==> config.mk <==
export PLATFORM = sky130hd
export DESIGN_NAME = gbs_lerp
export DESIGN_NICKNAME = d
export VERILOG_FILES = /design/src/sv/gbs_pkg.sv /design/src/sv/gbs_lerp.sv
export SDC_FILE = /design/constraint.sdc
export NUM_CORES = 1
export LEC_CHECK = 0
export ABC_AREA = 1
export CAP_MARGIN = 5
export CORE_AREA = 2 2 208 210
export CTS_BUF_LIST = sky130_fd_sc_hd__clkbuf_8
export CTS_CLUSTER_DIAMETER = 60
export DETAILED_ROUTE_END_ITERATION = 12
export DIE_AREA = 0 0 210 212
export DONT_BUFFER_PORTS = 1
export SLEW_MARGIN = 20
export SYNTH_ARGS = -nofsm -noshare
export SYNTH_HDL_FRONTEND = slang
export SYNTH_SLANG_ARGS = --single-unit
==> constraint.sdc <==
create_clock -name clk -period 6.6 [get_ports clk]
set_input_delay 0.33 -clock clk [delete_from_list [all_inputs] [get_ports clk]]
set_output_delay 0.33 -clock clk [all_outputs]
set_load 0.01 [all_outputs]
==> src/sv/gbs_pkg.sv <==
// Shared constants, types and codes for the grid height bilinear sampler.
package gbs_pkg;

    localparam int MAX_SIDE    = 128;
    localparam int STORE_DEPTH = MAX_SIDE * MAX_SIDE;
    localparam int ADDR_W      = $clog2(STORE_DEPTH);
    localparam int CLR_W       = ADDR_W + 1;

    localparam int DIV_STEPS   = 16;   // 8 cell bits + 8 fraction bits
    localparam int REM_W       = 41;   // num < 2^33, shifted left by 8
    localparam int LOC_LAT     = DIV_STEPS + 2;

    localparam int CFG_IDX_W   = 8;
    localparam logic [CFG_IDX_W-1:0] REG_GRID_SIDE = 8'd0;
    localparam logic [CFG_IDX_W-1:0] REG_CELL_SIZE = 8'd1;

    localparam logic OP_WRITE = 1'b0;
    localparam logic OP_QUERY = 1'b1;

    // Values derived from the config registers, refreshed every cycle.
    typedef struct packed {
        logic [7:0]  side;     // grid_side
        logic [24:0] dvsr;     // 2 * cell_size
        logic [31:0] offset;   // cell_size * (grid_side - 1)
        logic [32:0] limit;    // 2 * offset
        logic        degen;    // grid_side < 2 or cell_size == 0
    } cfg_t;

    // Per-item side info that travels alongside the datapath.
    typedef struct packed {
        logic               op;
        logic               degen;
        logic [ADDR_W-1:0]  cell_index;
        logic [31:0]        height;
    } side_t;

endpackage

==> src/sv/gbs_lerp.sv <==
// Two-stage linear interpolation a + floor((b - a) * t / 256).
module gbs_lerp import gbs_pkg::*; (
    input  logic        clk,
    input  logic        adv,
    input  logic [31:0] a,
    input  logic [31:0] b,
    input  logic [8:0]  t,
    output logic [31:0] q
);

    logic signed [32:0] diff;
    logic signed [42:0] prod_next;
    logic signed [42:0] prod_reg;
    logic signed [31:0] a_reg;
    logic signed [42:0] sum;
    logic [31:0]        q_reg;

    assign diff      = $signed({a[31], a}) - $signed({b[31], b});
    assign prod_next = (-43'(diff)) * $signed({1'b0, t});

    always_ff @(posedge clk)
    begin
        if (adv)
        begin
            prod_reg <= prod_next;
            a_reg    <= $signed(a);
        end
    end

    // arithmetic shift gives the floor
    assign sum = 43'(a_reg) + (prod_reg >>> 8);

    always_ff @(posedge clk)
    begin
        if (adv)
        begin
            q_reg <= sum[31:0];
        end
    end

    assign q = q_reg;

endmodule
==> Word-level counts from Yosys, hierarchy flattened <==
Cells that the tools add are included.
{ "totals": {"latch_bits": 0, "n_memories": 0, "ramBits": 0, "word_cells": 7, "out_inout_bits": 32, "mem_bits_ro": 0, "regBits": 104, "in_bits": 75} }
{ "op_classes": {"eq_ne": 0, "n_reduce_logical": 0, "add_sub_neg": 3, "bitwise_logic": 0, "mul": 1, "n_mux": 0, "shift": 0, "order_cmp": 0, "div_mod_pow": 0} }
{ "ops": {"columns": ["operator", "count"], "rows": [
  ["$mul 43x10->40", 1],
  ["$neg 33->43", 1],
  ["$sub 32x32->33", 1],
  ["$add 32x32->32", 1]
]} }

==> Logic depth before layout (Yosys ltp) <==
{ "depth": {"word_depth": 3, "mapped_depth": 42, "mapped_depth_nobuf": 42} }

==> Worst setup path before layout <==
OpenSTA, ideal clock, no wires.
{ "synth_timing": {"path_type": "in2reg", "start": "input b[0]", "end": "register prod_reg[36], data pin", "t_arrival_ps": 6381, "required_ps": 6338, "setup_slack_ps": -43, "path_buffers": 0, "cell_stages": 34, "path_cell_list": "inv_1 -> ha_1 -> fa_1 -> inv_1 -> nand2_1 -> nand2_1 -> nand2_1 -> nor2_1 -> nor2_1 -> inv_1 -> nand3_1 -> nand2_1 -> a21oi_2 -> inv_1 -> a21oi_1 -> xnor2_1 -> nand2_1 -> fa_1 -> inv_1 -> fa_1 -> fa_1 -> fa_1 -> inv_1 -> fa_1 -> inv_1 -> ha_1 -> a21oi_1 -> inv_1 -> a31oi_1 -> inv_1 -> a221oi_1 -> nand2_1 -> a21oi_1 -> xor2_1"} }
{ "synth_via": {"elab_chain_len": 3} }
{ "synth_lines": {"columns": ["element", "line", "rtl"], "rows": [
  ["from (decl)", "gbs_lerp.sv:6", "input logic [31:0] b,"],
  ["$sub 32x32->33", "gbs_lerp.sv:18", "assign diff = $signed({a[31], a}) - $signed({b[31], b});"],
  ["$neg 33->43", "gbs_lerp.sv:19", "assign prod_next = (-43'(diff)) * $signed({1'b0, t});"],
  ["$mul 43x10->40", "gbs_lerp.sv:19", null],
  ["named net prod_next[36]", "gbs_lerp.sv:12", "logic signed [42:0] prod_next;"],
  ["to (signal assigned)", "gbs_lerp.sv:25", "prod_reg <= prod_next;"],
  ["to (decl)", "gbs_lerp.sv:13", "logic signed [42:0] prod_reg;"]
]} }
The timed path passes the listed nets, and every way through them passes these cells.
A chain may end at the register's enable or synchronous reset.

==> Worst setup path in the final report <==
{ "layout_timing": {"start": "input b[0]", "end": "register prod_reg[39], data pin"} }
Same word-level chain as after synthesis.

==> flow_summary_export.csv <==
group,metric,value,unit
layout,finish.net_count,2891,
critical_path,cp_data_arrival_time,6.67,ns
timing,tightest_slew,1.060,ns
critical_path,r2r_end,"q[23]$_DFFE_PP_",
clock_tree,h-tree-depth,3,
floorplan,core_area,0.04251,mm²
timing,slew_headroom,0.2923,
floorplan,num_io_pins,107,
route,drt-vias-per-instance,4.928,
route,met2_length,23.91,mm
critical_path,crit_start,"b[0]",
synthesis,yosysTopAreaCell,"fa_1",
place,dpl.hpwl,41.01,mm
global_route,grt_pass1_wl,77.06,mm
critical_path,cpPeakStageDelay,0.56,ns
critical_path,cp-end-kind,"flip-flop",
layout,antennaDiodeCount,0,
route,wirelength,49.17,mm
place,port_buffers,0,
flow_run,drv_cap,0,
layout,final_cells,2989,
synthesis,syn-num-nets,2554,
synthesis,ys.warnings.count,0,
synthesis,yosysMostFrequentCell,"inv_1",
layout,fillers,3973,
route,num_vias,14730,
critical_path,r2r-start,"a_reg[2]$_DFFE_PP_",
floorplan,fp.dieH,212,µm
timing,fmax,154.0,MHz
critical_path,reg2regPathDepth,11,
timing,fin_skew,0.01843,ns
synthesis,yosys-top-cells-area,"fa_1 (28%), edfxtp_1 (17%), inv_1 (11%)",
timing,finalHoldViolCount,0,
worst_hold_path,worstHoldPathType,"in2reg",
timing,setup_violations,0,
synthesis,synthCells,2101,
synthesis,synth_top_area_share,0.2792,
synthesis,syn_area,0.01670,mm²
synthesis,synth_top_family_by_area,"adder cells",
synthesis,yosys_most_used_dff,"edfxtp_1",
clock_tree,clk_latency,0.41,ns
route,drt_iter0_drc,852,
clock_tree,cts_tree,"built",
place,dp.cells,2926,
global_route,grt_use_total,0.2221,
clock_tree,cts.sinks,96,
synthesis,yosys-top-cells-count,"inv_1 (488), nand2_1 (444), nor2_1 (238)",
global_route,antenna_found_initial,0,
global_route,grt_pass1_vias,15275,
critical_path,critical_path_class,"in2reg",
outcome,outcome,"finished, final reports clean",
timing,hold_slack,0.01997,ns
synthesis,seq_area_frac_synth,0.1726,
synthesis,synth_seq_cells,96,
floorplan,floorplan.initialDensity,0.3930,
synthesis,synth-edff-count,96,
critical_path,cp.required,6.78,ns
critical_path,crit_top_cell,"inv_1",
floorplan,fp.dieW,210,µm
timing,rsz0062_at_grt,"true",
floorplan,core.rowCount,76,
layout,final_util,0.4951,
critical_path,crit_end,"prod_reg[39]$_DFFE_PP_",
route,met3_length,2.247,mm
clock_tree,path_clk_slew,0.10,ns
route,dr.pass1.iters,5,
floorplan,die_area,0.04452,mm²
global_route,gr-total-overflow,0,
synthesis,synthMuxAreaShare,0,
route,met1_length,21.61,mm
clock_tree,clockBufferDepth,2,
clock_tree,root_buffer,"clkbuf_8",
timing,min_period,6.491,ns
route,drc_errors,0,
synthesis,async_flop_share,0,
timing,drv_slew,0,
synthesis,synth-simple-area-share,0.1952,
timing,post-route-period-util,0.9836,
critical_path,r2r_slack,3.32,ns
critical_path,start_kind,"input port",
synthesis,synth_compound_area_frac,0.07910,
layout,drive_gt1_frac,0.2337,
route,wl_per_cell,16.45,µm
route,maxUsedRoutingLayer,"met4",
critical_path,critPathSlowestCell,"fa_1",
synthesis,syn_avg_cell_area,7.951,µm²
global_route,grt_max_degree,97,
place,place.gp.congestion,0.9451,
synthesis,ys_types,53,
synthesis,synth_xor_area_frac,0.04494,
layout,area_growth,25.98,%
synthesis,synth_fa_ha_area_frac,0.3878,
route,ant_nets,0,
critical_path,cp_max_fo,5,
clock_tree,cts_buffers,9,
[cell type report]
cell class	instances	area [µm²]	area share
flip-flops and latches	96	2883	0.1370
repair buffers	361	2810	0.1335
inverters	496	1866	0.08865
multi-input cells	1474	12600	0.5988
clock inverters	7	76.32	0.003627
well taps	546	683.2	0.03246
clock buffers	9	123.9	0.005886
[kinds of logic after synthesis]
family	Yosys count
AOI/OAI and AO/OA	222
xor gates and xnor gates	84
DFF	96
adders and majority gates	378
and+or+nand+nor	790
buffers and inverters	531
[what timing repair did]
| action | in CTS | in global routing |
|---|---|---|
| hold endpoints to repair | 20 | 9 |
| buffers inserted | 0 | 18 |
| hold buffers | 20 | 9 |
| setup endpoints to repair | 13 | 21 |
| gates resized for setup | 19 | 160 |
| pin swaps | 6 | 68 |
[through the flow]
stage	setup WS, ns	cell area (µm²)	setup TNS, ns
6_report	0.1085	21040	0
5_1_grt	-0.1712	21040	-0.5965
4_1_cts	-0.04446	20080	-0.04446
3_5_place_dp	-0.7986	19620	-9.360
3_3_place_gp	-0.7025	19620	-7.685
2_1_floorplan	0.03132	16710	0
[placed cells by master, fill, tap and decap left out, drive strengths merged, types with 10 or more instances in the layout]
cell / n
a21oi: 117
a31oi: 19
buf: 332
dlygate4sd3: 29
edfxtp: 96
fa: 233
ha: 145
inv: 497
nand2: 465
nand3: 42
nor2: 245
nor3: 12
o21ai: 44
or2: 10
xnor2: 34
xor2: 50
[critical path, delay by kind of cell]
family / cells / cell delay, ns
buffers and inverters: 9 / 0.71
adder cells (fa/ha/maj): 8 / 3.35
AND/OR/NAND/NOR: 14 / 1.15
XOR/XNOR: 1 / 0.17
AO/OA/AOI/OAI: 6 / 0.94
[per-layer routing]
metal,vias to the layer above,global-route usage
met2,393,0.3902
met5,-,0
met4,0,0.07704
li1,7085,-
met1,7180,0.2850
met3,72,0.02437
[how the worst min path moves through the flow]
stage / cells past startpoint / end / startpoint / slack, ns
2_1_floorplan: 0 / a_reg[0]$_DFFE_PP_ / a[0] / 0.43
4_1_cts: 0 / a_reg[14]$_DFFE_PP_ / a[14] / 0.0005
6_report: 0 / a_reg[21]$_DFFE_PP_ / a[21] / 0.02
3_3_place_gp: 0 / a_reg[2]$_DFFE_PP_ / a[2] / 0.43
3_5_place_dp: 0 / a_reg[25]$_DFFE_PP_ / a[25] / 0.43
5_1_grt: 0 / a_reg[21]$_DFFE_PP_ / a[21] / 0.006
Power is left out: the tool's default activity adds up to more than one toggle a clock period on the data nets, which glitch-free logic cannot reach.
