==> config.mk <==
export PLATFORM = sky130hd
export DESIGN_NAME = gbs_locate
export DESIGN_NICKNAME = d
export VERILOG_FILES = /design/src/sv/gbs_pkg.sv /design/src/sv/gbs_locate.sv
export SDC_FILE = /design/constraint.sdc
export NUM_CORES = 2
export LEC_CHECK = 0
export BUFFER_PORTS_ARGS = -buffer_cell sky130_fd_sc_hd__buf_2
export CAP_MARGIN = 20
export CORE_UTILIZATION = 58
export DETAILED_ROUTE_END_ITERATION = 10
export PLACE_DENSITY = 0.75
export SLEW_MARGIN = 5
export SYNTH_ARGS = -nofsm -noshare
export SYNTH_HDL_FRONTEND = slang
export SYNTH_SLANG_ARGS = --single-unit
export TNS_END_PERCENT = 5
==> constraint.sdc <==
create_clock -name clk -period 5 [get_ports clk]
set_clock_uncertainty 0.1 [all_clocks]
set_input_delay 1 -clock clk [delete_from_list [all_inputs] [get_ports clk]]
set_output_delay 1 -clock clk [all_outputs]
set_load 0.01 [all_outputs]
==> src/sv/gbs_pkg.sv <==
// Shared constants, types and codes for the grid height bilinear sampler.
package gbs_pkg;

    localparam int MAX_SIDE    = 128;
    localparam int STORE_DEPTH = MAX_SIDE * MAX_SIDE;
    localparam int ADDR_W      = $clog2(STORE_DEPTH);
    localparam int CLR_W       = ADDR_W + 1;

    localparam int DIV_STEPS   = 16;   // 8 cell bits + 8 fraction bits
    localparam int REM_W       = 41;   // num < 2^33, shifted left by 8
    localparam int LOC_LAT     = DIV_STEPS + 2;

    localparam int CFG_IDX_W   = 8;
    localparam logic [CFG_IDX_W-1:0] REG_GRID_SIDE = 8'd0;
    localparam logic [CFG_IDX_W-1:0] REG_CELL_SIZE = 8'd1;

    localparam logic OP_WRITE = 1'b0;
    localparam logic OP_QUERY = 1'b1;

    // Values derived from the config registers, refreshed every cycle.
    typedef struct packed {
        logic [7:0]  side;     // grid_side
        logic [24:0] dvsr;     // 2 * cell_size
        logic [31:0] offset;   // cell_size * (grid_side - 1)
        logic [32:0] limit;    // 2 * offset
        logic        degen;    // grid_side < 2 or cell_size == 0
    } cfg_t;

    // Per-item side info that travels alongside the datapath.
    typedef struct packed {
        logic               op;
        logic               degen;
        logic [ADDR_W-1:0]  cell_index;
        logic [31:0]        height;
    } side_t;

endpackage

==> src/sv/gbs_locate.sv <==
// One axis: world coordinate to clamped cell and Q.8 fraction, restoring divider.
module gbs_locate import gbs_pkg::*; (
    input  logic        clk,
    input  logic        adv,
    input  cfg_t        cfg,
    input  logic [31:0] coord,
    output logic [7:0]  cell_idx,
    output logic [8:0]  frac
);

    logic signed [33:0] num;
    logic               neg;
    logic               high;

    logic [REM_W-1:0]     rem_reg  [DIV_STEPS+1];
    logic [DIV_STEPS-1:0] quo_reg  [DIV_STEPS+1];
    logic                 neg_reg  [DIV_STEPS+1];
    logic                 high_reg [DIV_STEPS+1];

    logic [7:0] cell_reg;
    logic [8:0] frac_reg;

    // num = 2*x + cell_size*(side-1); position in cells is num / (2*cell_size)
    assign num  = $signed({coord[31], coord, 1'b0}) + $signed({2'b00, cfg.offset});
    assign neg  = num[33];
    assign high = !neg && (num[32:0] >= cfg.limit);

    always_ff @(posedge clk)
    begin
        if (adv)
        begin
            rem_reg[0]  <= (neg || high) ? '0 : {num[32:0], 8'd0};
            quo_reg[0]  <= '0;
            neg_reg[0]  <= neg;
            high_reg[0] <= high;
        end
    end

    // one quotient bit per stage, MSB first
    for (genvar i = 0; i < DIV_STEPS; i++)
    begin : g_div
        logic [REM_W-1:0] dsh;
        logic             ge;
        assign dsh = {{(REM_W-25){1'b0}}, cfg.dvsr} << (DIV_STEPS - 1 - i);
        assign ge  = rem_reg[i] >= dsh;

        always_ff @(posedge clk)
        begin
            if (adv)
            begin
                rem_reg[i+1]  <= ge ? (rem_reg[i] - dsh) : rem_reg[i];
                quo_reg[i+1]  <= {quo_reg[i][DIV_STEPS-2:0], ge};
                neg_reg[i+1]  <= neg_reg[i];
                high_reg[i+1] <= high_reg[i];
            end
        end
    end

    always_ff @(posedge clk)
    begin
        if (adv)
        begin
            priority if (neg_reg[DIV_STEPS])
            begin
                cell_reg <= '0;
                frac_reg <= '0;
            end
            else if (high_reg[DIV_STEPS])
            begin
                cell_reg <= cfg.side - 8'd2;
                frac_reg <= 9'd256;
            end
            else
            begin
                cell_reg <= quo_reg[DIV_STEPS][15:8];
                frac_reg <= {1'b0, quo_reg[DIV_STEPS][7:0]};
            end
        end
    end

    assign cell_idx = cell_reg;
    assign frac     = frac_reg;

endmodule

# == After elaboration in Yosys (flattened, before gate mapping) ==
# Memories as Yosys holds them, arrays and structs flattened.
# Index checks and enable logic that the tools add are counted.
# totals
register_bits,17
mem_count,4
mem_bits_rw,1003
inputBits,133
word_cells,67
# memory_table
memory,words,word_bits,rd,rd_ports_with_merged_regs,write_ports,line_no,source
rem_reg,17,41,16,0,17,gbs_locate.sv:15,logic [REM_W-1:0] rem_reg [DIV_STEPS+1];
quo_reg,17,16,17,0,17,gbs_locate.sv:16,logic [DIV_STEPS-1:0] quo_reg [DIV_STEPS+1];
high_reg,17,1,17,0,17,gbs_locate.sv:18,logic high_reg [DIV_STEPS+1];
neg_reg,17,1,17,0,17,gbs_locate.sv:17,logic neg_reg [DIV_STEPS+1];
# classes
muxes,21
order_cmp,17
addsub,18
n_reduce_logical,4
# ops
operator,count
2-to-1 mux 41 bit,17
>= comparator 41 x 25 -> 1 bit,1
>= comparator 41 x 26 -> 1 bit,1
>= comparator 41 x 27 -> 1 bit,1
>= comparator 41 x 28 -> 1 bit,1
>= comparator 41 x 29 -> 1 bit,1
>= comparator 41 x 30 -> 1 bit,1
>= comparator 41 x 31 -> 1 bit,1
>= comparator 41 x 32 -> 1 bit,1
>= comparator 41 x 33 -> 1 bit,1
>= comparator 41 x 34 -> 1 bit,1
>= comparator 41 x 35 -> 1 bit,1
>= comparator 41 x 36 -> 1 bit,1
>= comparator 41 x 37 -> 1 bit,1
>= comparator 41 x 38 -> 1 bit,1
>= comparator 41 x 39 -> 1 bit,1
>= comparator 41 x 40 -> 1 bit,1
subtractor 41 x 25 -> 41 bit,1
subtractor 41 x 26 -> 41 bit,1
subtractor 41 x 27 -> 41 bit,1
subtractor 41 x 28 -> 41 bit,1
subtractor 41 x 29 -> 41 bit,1
subtractor 41 x 30 -> 41 bit,1
subtractor 41 x 31 -> 41 bit,1
other kinds (19),20

# == Depth between registers and ports, before layout ==
# depth
word_depth,5
ltp_mapped,21
ltp_nobuf,20

# == Least setup slack after synthesis ==
# OpenSTA, ideal clock, no wires.
# synth_path
kind,in2reg
startpoint,input cfg[35] (netlist name)
endpoint,"memory rem_reg[0][11], data pin"
arrival_ps,5037
setup_slack_ps,-399
path_buffers,1
required_ps,4638
stages,20
path_cell_list,ha_1 fa_1 a211oi_1 o21ai_0 a2111oi_1 o21ai_0 a311oi_1 o21ai_1 a31oi_1 xnor2_1 ha_1 nand4_1 nor2_1 nand2_1 nor3_1 nand2_1 o21ai_1 or2_2 clkbuf_1 nor2b_1
# synth_rtl
item,line_no,source
from (decl),gbs_locate.sv:5,"input cfg_t cfg,"
to (decl),gbs_locate.sv:15,

==> results.tsv <==
stage	metric	value	unit
logic_synthesis	Cell variety after synth	92	
clock_tree	CTS sink count	743	
global_route	largest net degree at the start of global routing	102	
timing	final setup violating endpoints	0	
floorplan	die area	0.0904	mm2
floorplan	FP Rows	109	
logic_synthesis	asr flop ratio synth	0	
pwr	Tot Pwr	33.9	mW
clock_tree	Worst-path clk slew	0.06	ns
cells_and_area	share of layout cells above drive strength 1	0.110	
worst_setup_path	Worst Setup End Kind	flip-flop	
logic_synthesis	Post-Syn Area	0.0517	mm2
min_path	Hold Crit Start	quo_reg[1][75]	
worst_setup_path	critical path class	in -> reg	
worst_setup_path	R2R Setup Slk	1.04	ns
floorplan	core area	0.0884	mm2
logic_synthesis	Yosys Warn Count	0	
flow_run	Max-Cap Viols	0	
worst_setup_path	FF-to-FF path depth	10	
global_route	vias in the first global route	39000	
logic_synthesis	Post-synth top flop	edfxtp_1	
logic_synthesis	syn avg cell area	9.98	um2
pwr	VDD IR max	0.000386	V
detailed_routing	DR vias	41500	
logic_synthesis	Post-Syn Instances	5180	
detailed_routing	Vias/cell	6.18	
logic_synthesis	Yosys reg bits	743	
timing	setup TNS	0	ns
global_route	Total GRT Usage	0.295	
timing	Max Fclk	0.212	GHz
worst_setup_path	Crit Path Max Fanout	7	
cells_and_area	Area Growth Syn to Fin	12.8	%
detailed_routing	Final ANT Viol Nets	0	
clock_tree	total CTS buffers	82	
clock_tree	Worst-Skew Late Latency	0.68	ns
pwr	leakage power	23.3	nW
worst_setup_path	Worst Setup Start Kind	primary input	
floorplan	ports placed on the boundary	150	
detailed_routing	Iteration-0 DRC Markers	3599	
placement	HPWL Detailed	101000	um
clock_tree	htree depth	3	
worst_setup_path	Req. time, crit path	5.40	ns
clock_tree	Root Buffer	clkbuf_16	
clock_tree	post-CTS setup buffer count	0	
global_route	grt ovf	0	
min_path	hold path cells	0	
clock_tree	CTS tree	yes	
timing	fin crit share	0.944	
min_path	hold path endpoint	quo_reg[1][92]	
timing	Slew HR	0.341	
logic_synthesis	Post-synth EDFFs	743	
logic_synthesis	sequential area share after synthesis	0.431	
global_route	initial antenna violation count	2	
cells_and_area	most frequent cells in the layout	743 x edfxtp_1, 481 x a21oi_1, 464 x ha_1	
floorplan	Die X	301	um
cells_and_area	Final nets	6096	
floorplan	Starting Density	0.585	
worst_setup_path	Reg2Reg Launch Point	rem_reg[0][59]	
global_route	global-route wire length before repair	211000	um
placement	gpl congestion	0.940	
worst_setup_path	reg2reg end	rem_reg[0][116]	
logic_synthesis	Synth area leaders	edfxtp_1 43%, ha_1 11%, a21oi_1 4.7%	
detailed_routing	First-pass DRT Iterations	6	
timing	min Tclk post-route	4.72	ns
logic_synthesis	syn_nets	5793	
floorplan	die height	301	um
cells_and_area	fillers	7112	
detailed_routing	wire per inst	20.0	um
worst_setup_path	Crit path arrival time	5.12	ns
logic_synthesis	top-area cell type share of the netlist area	0.431	
timing	Worst-Margin Slew	0.988	ns
clock_tree	hold buffer count at cts	0	
logic_synthesis	Yosys top cell by area	edfxtp_1	
cells_and_area	most common cell after layout, fill and taps aside	edfxtp_1	
detailed_routing	WL final	135000	um
timing	Slew Limit Fails	0	
cells_and_area	max reg flops	556	
pwr	PD cells	582	mW/mm2
placement	# port buffers	148	
status	status	finished, final reports clean	
clock_tree	clock buffer depth	3	
timing	final-report hold violation count	0	
min_path	Worst Hold Class	reg -> reg	
detailed_routing	Residual DRC	0	
-- area by class of cell --
| cell class | instances | area, um2 | share of cell area |
|---|---|---|---|
| Antenna cell | 1 | 2.50 | 0.0000429 |
| Clock buffer | 95 | 2100 | 0.0360 |
| Clock inverter | 52 | 642 | 0.0110 |
| Inverter | 196 | 736 | 0.0126 |
| Multi-Input combinational cell | 4092 | 28100 | 0.483 |
| Sequential cell | 743 | 22300 | 0.383 |
| Tap cell | 1165 | 1460 | 0.0250 |
| Timing Repair Buffer | 368 | 2930 | 0.0502 |
-- cell usage after synthesis (all sizes together) (9+ instances only) --
cell type,count
a2111oi,14
a211o,14
a211oi,54
a21boi,22
a21o,205
a21oi,484
a311oi,10
a31oi,48
and2,36
and3,48
and4,9
buf,35
clkbuf,114
edfxtp,743
fa,16
ha,464
inv,196
mux2,52
mux2i,9
nand2,419
nand2b,68
nand3,94
nand3b,12
nand4,73
nand4b,16
nor2,407
nor2b,61
nor3,107
nor3b,39
nor4,51
o2111ai,16
o211ai,26
o21a,71
o21ai,393
o21bai,37
o22ai,13
o31a,19
o31ai,52
o41ai,9
or2,26
or3,41
or4,27
xnor2,226
xor2,214
-- how the worst max path moves through the flow --
stage            start        endpoint  slack, ns  cells after the start
2_1_floorplan  cfg[35]  rem_reg[0][38]      0.001                     21
5_1_grt        cfg[35]  rem_reg[0][28]      -0.03                     22
3_5_place_dp   cfg[35]  rem_reg[0][38]      -0.43                     21
4_1_cts        cfg[35]  rem_reg[0][38]       0.25                     21
6_report       cfg[41]  rem_reg[0][38]       0.28                     21
3_3_place_gp   cfg[35]  rem_reg[0][39]      -0.31                     21
-- logic make-up (layout without fill, tap and decap cells) --
kind of cell             count (synthesis)  in the layout  share of synthesized area
adder cells (fa/ha/maj)                480            480                      0.118
multiplexers                            61             61                     0.0134
flip-flops                             743            743                      0.431
AO/OA/AOI/OAI                         1560           1560                      0.188
other                                    0              1                          0
XOR/XNOR                               440            440                     0.0745
AND/OR/NAND/NOR                       1551           1551                      0.148
buffers and inverters                  345            711                     0.0263
-- where the power goes --
part	switching, mW	internal (mW)	total, mW	leakage, nW
clock	2.62	3.57	6.19	1.33
sequential	1.44	9.85	11.3	7.13
combinational	9.27	7.17	16.4	14.8
-- metal layers --
| metal | track usage | part of all wire | up-vias |
|---|---|---|---|
| met4 | 0.101 | 0.033 | 0 |
| met5 | 0 | 0 | - |
| met1 | 0.404 | 0.43 | 19700 |
| met2 | 0.485 | 0.47 | 1388 |
| li1 | - | - | 20100 |
| met3 | 0.0355 | 0.064 | 278 |
-- repair_timing --
item,in CTS,in global routing
gates resized for setup,0,2
endpoints found under the setup margin,0,30
hold endpoints to repair,0,0
-- critical path, stage by stage --
cell	delay [ns]
buf_2	0.10
ha_1	0.30
o21ai_0	0.13
nor3_1	0.38
o211ai_1	0.25
a31oi_1	0.30
a31oi_1	0.16
o21a_1	0.23
nor2_1	0.13
mux2i_1	0.29
nand3_1	0.12
ha_1	0.31
a21oi_1	0.13
nor2b_1	0.06
o21ai_0	0.14
o211ai_1	0.12
a21oi_1	0.15
o31a_1	0.19
o21ai_4	0.08
or2_2	0.36
a31oi_1	0.19
-- through the flow --
stage | setup WS (ns) | cell area, um2 | hold WS, ns | instances | util
finish | 0.282 | 58300 | 0.306 | 6712 | 0.660
detailed placement | -0.431 | 55600 | 0.305 | 6564 | 0.629
global route | -0.0347 | 58300 | 0.320 | 6712 | 0.660
global placement | -0.310 | 55600 | 0.300 | 6564 | 0.629
CTS | 0.253 | 58300 | 0.311 | 6711 | 0.660
floorplan | 0.00145 | 51700 | 0.300 | 5180 | -
Power figures use the tool's default switching activity.
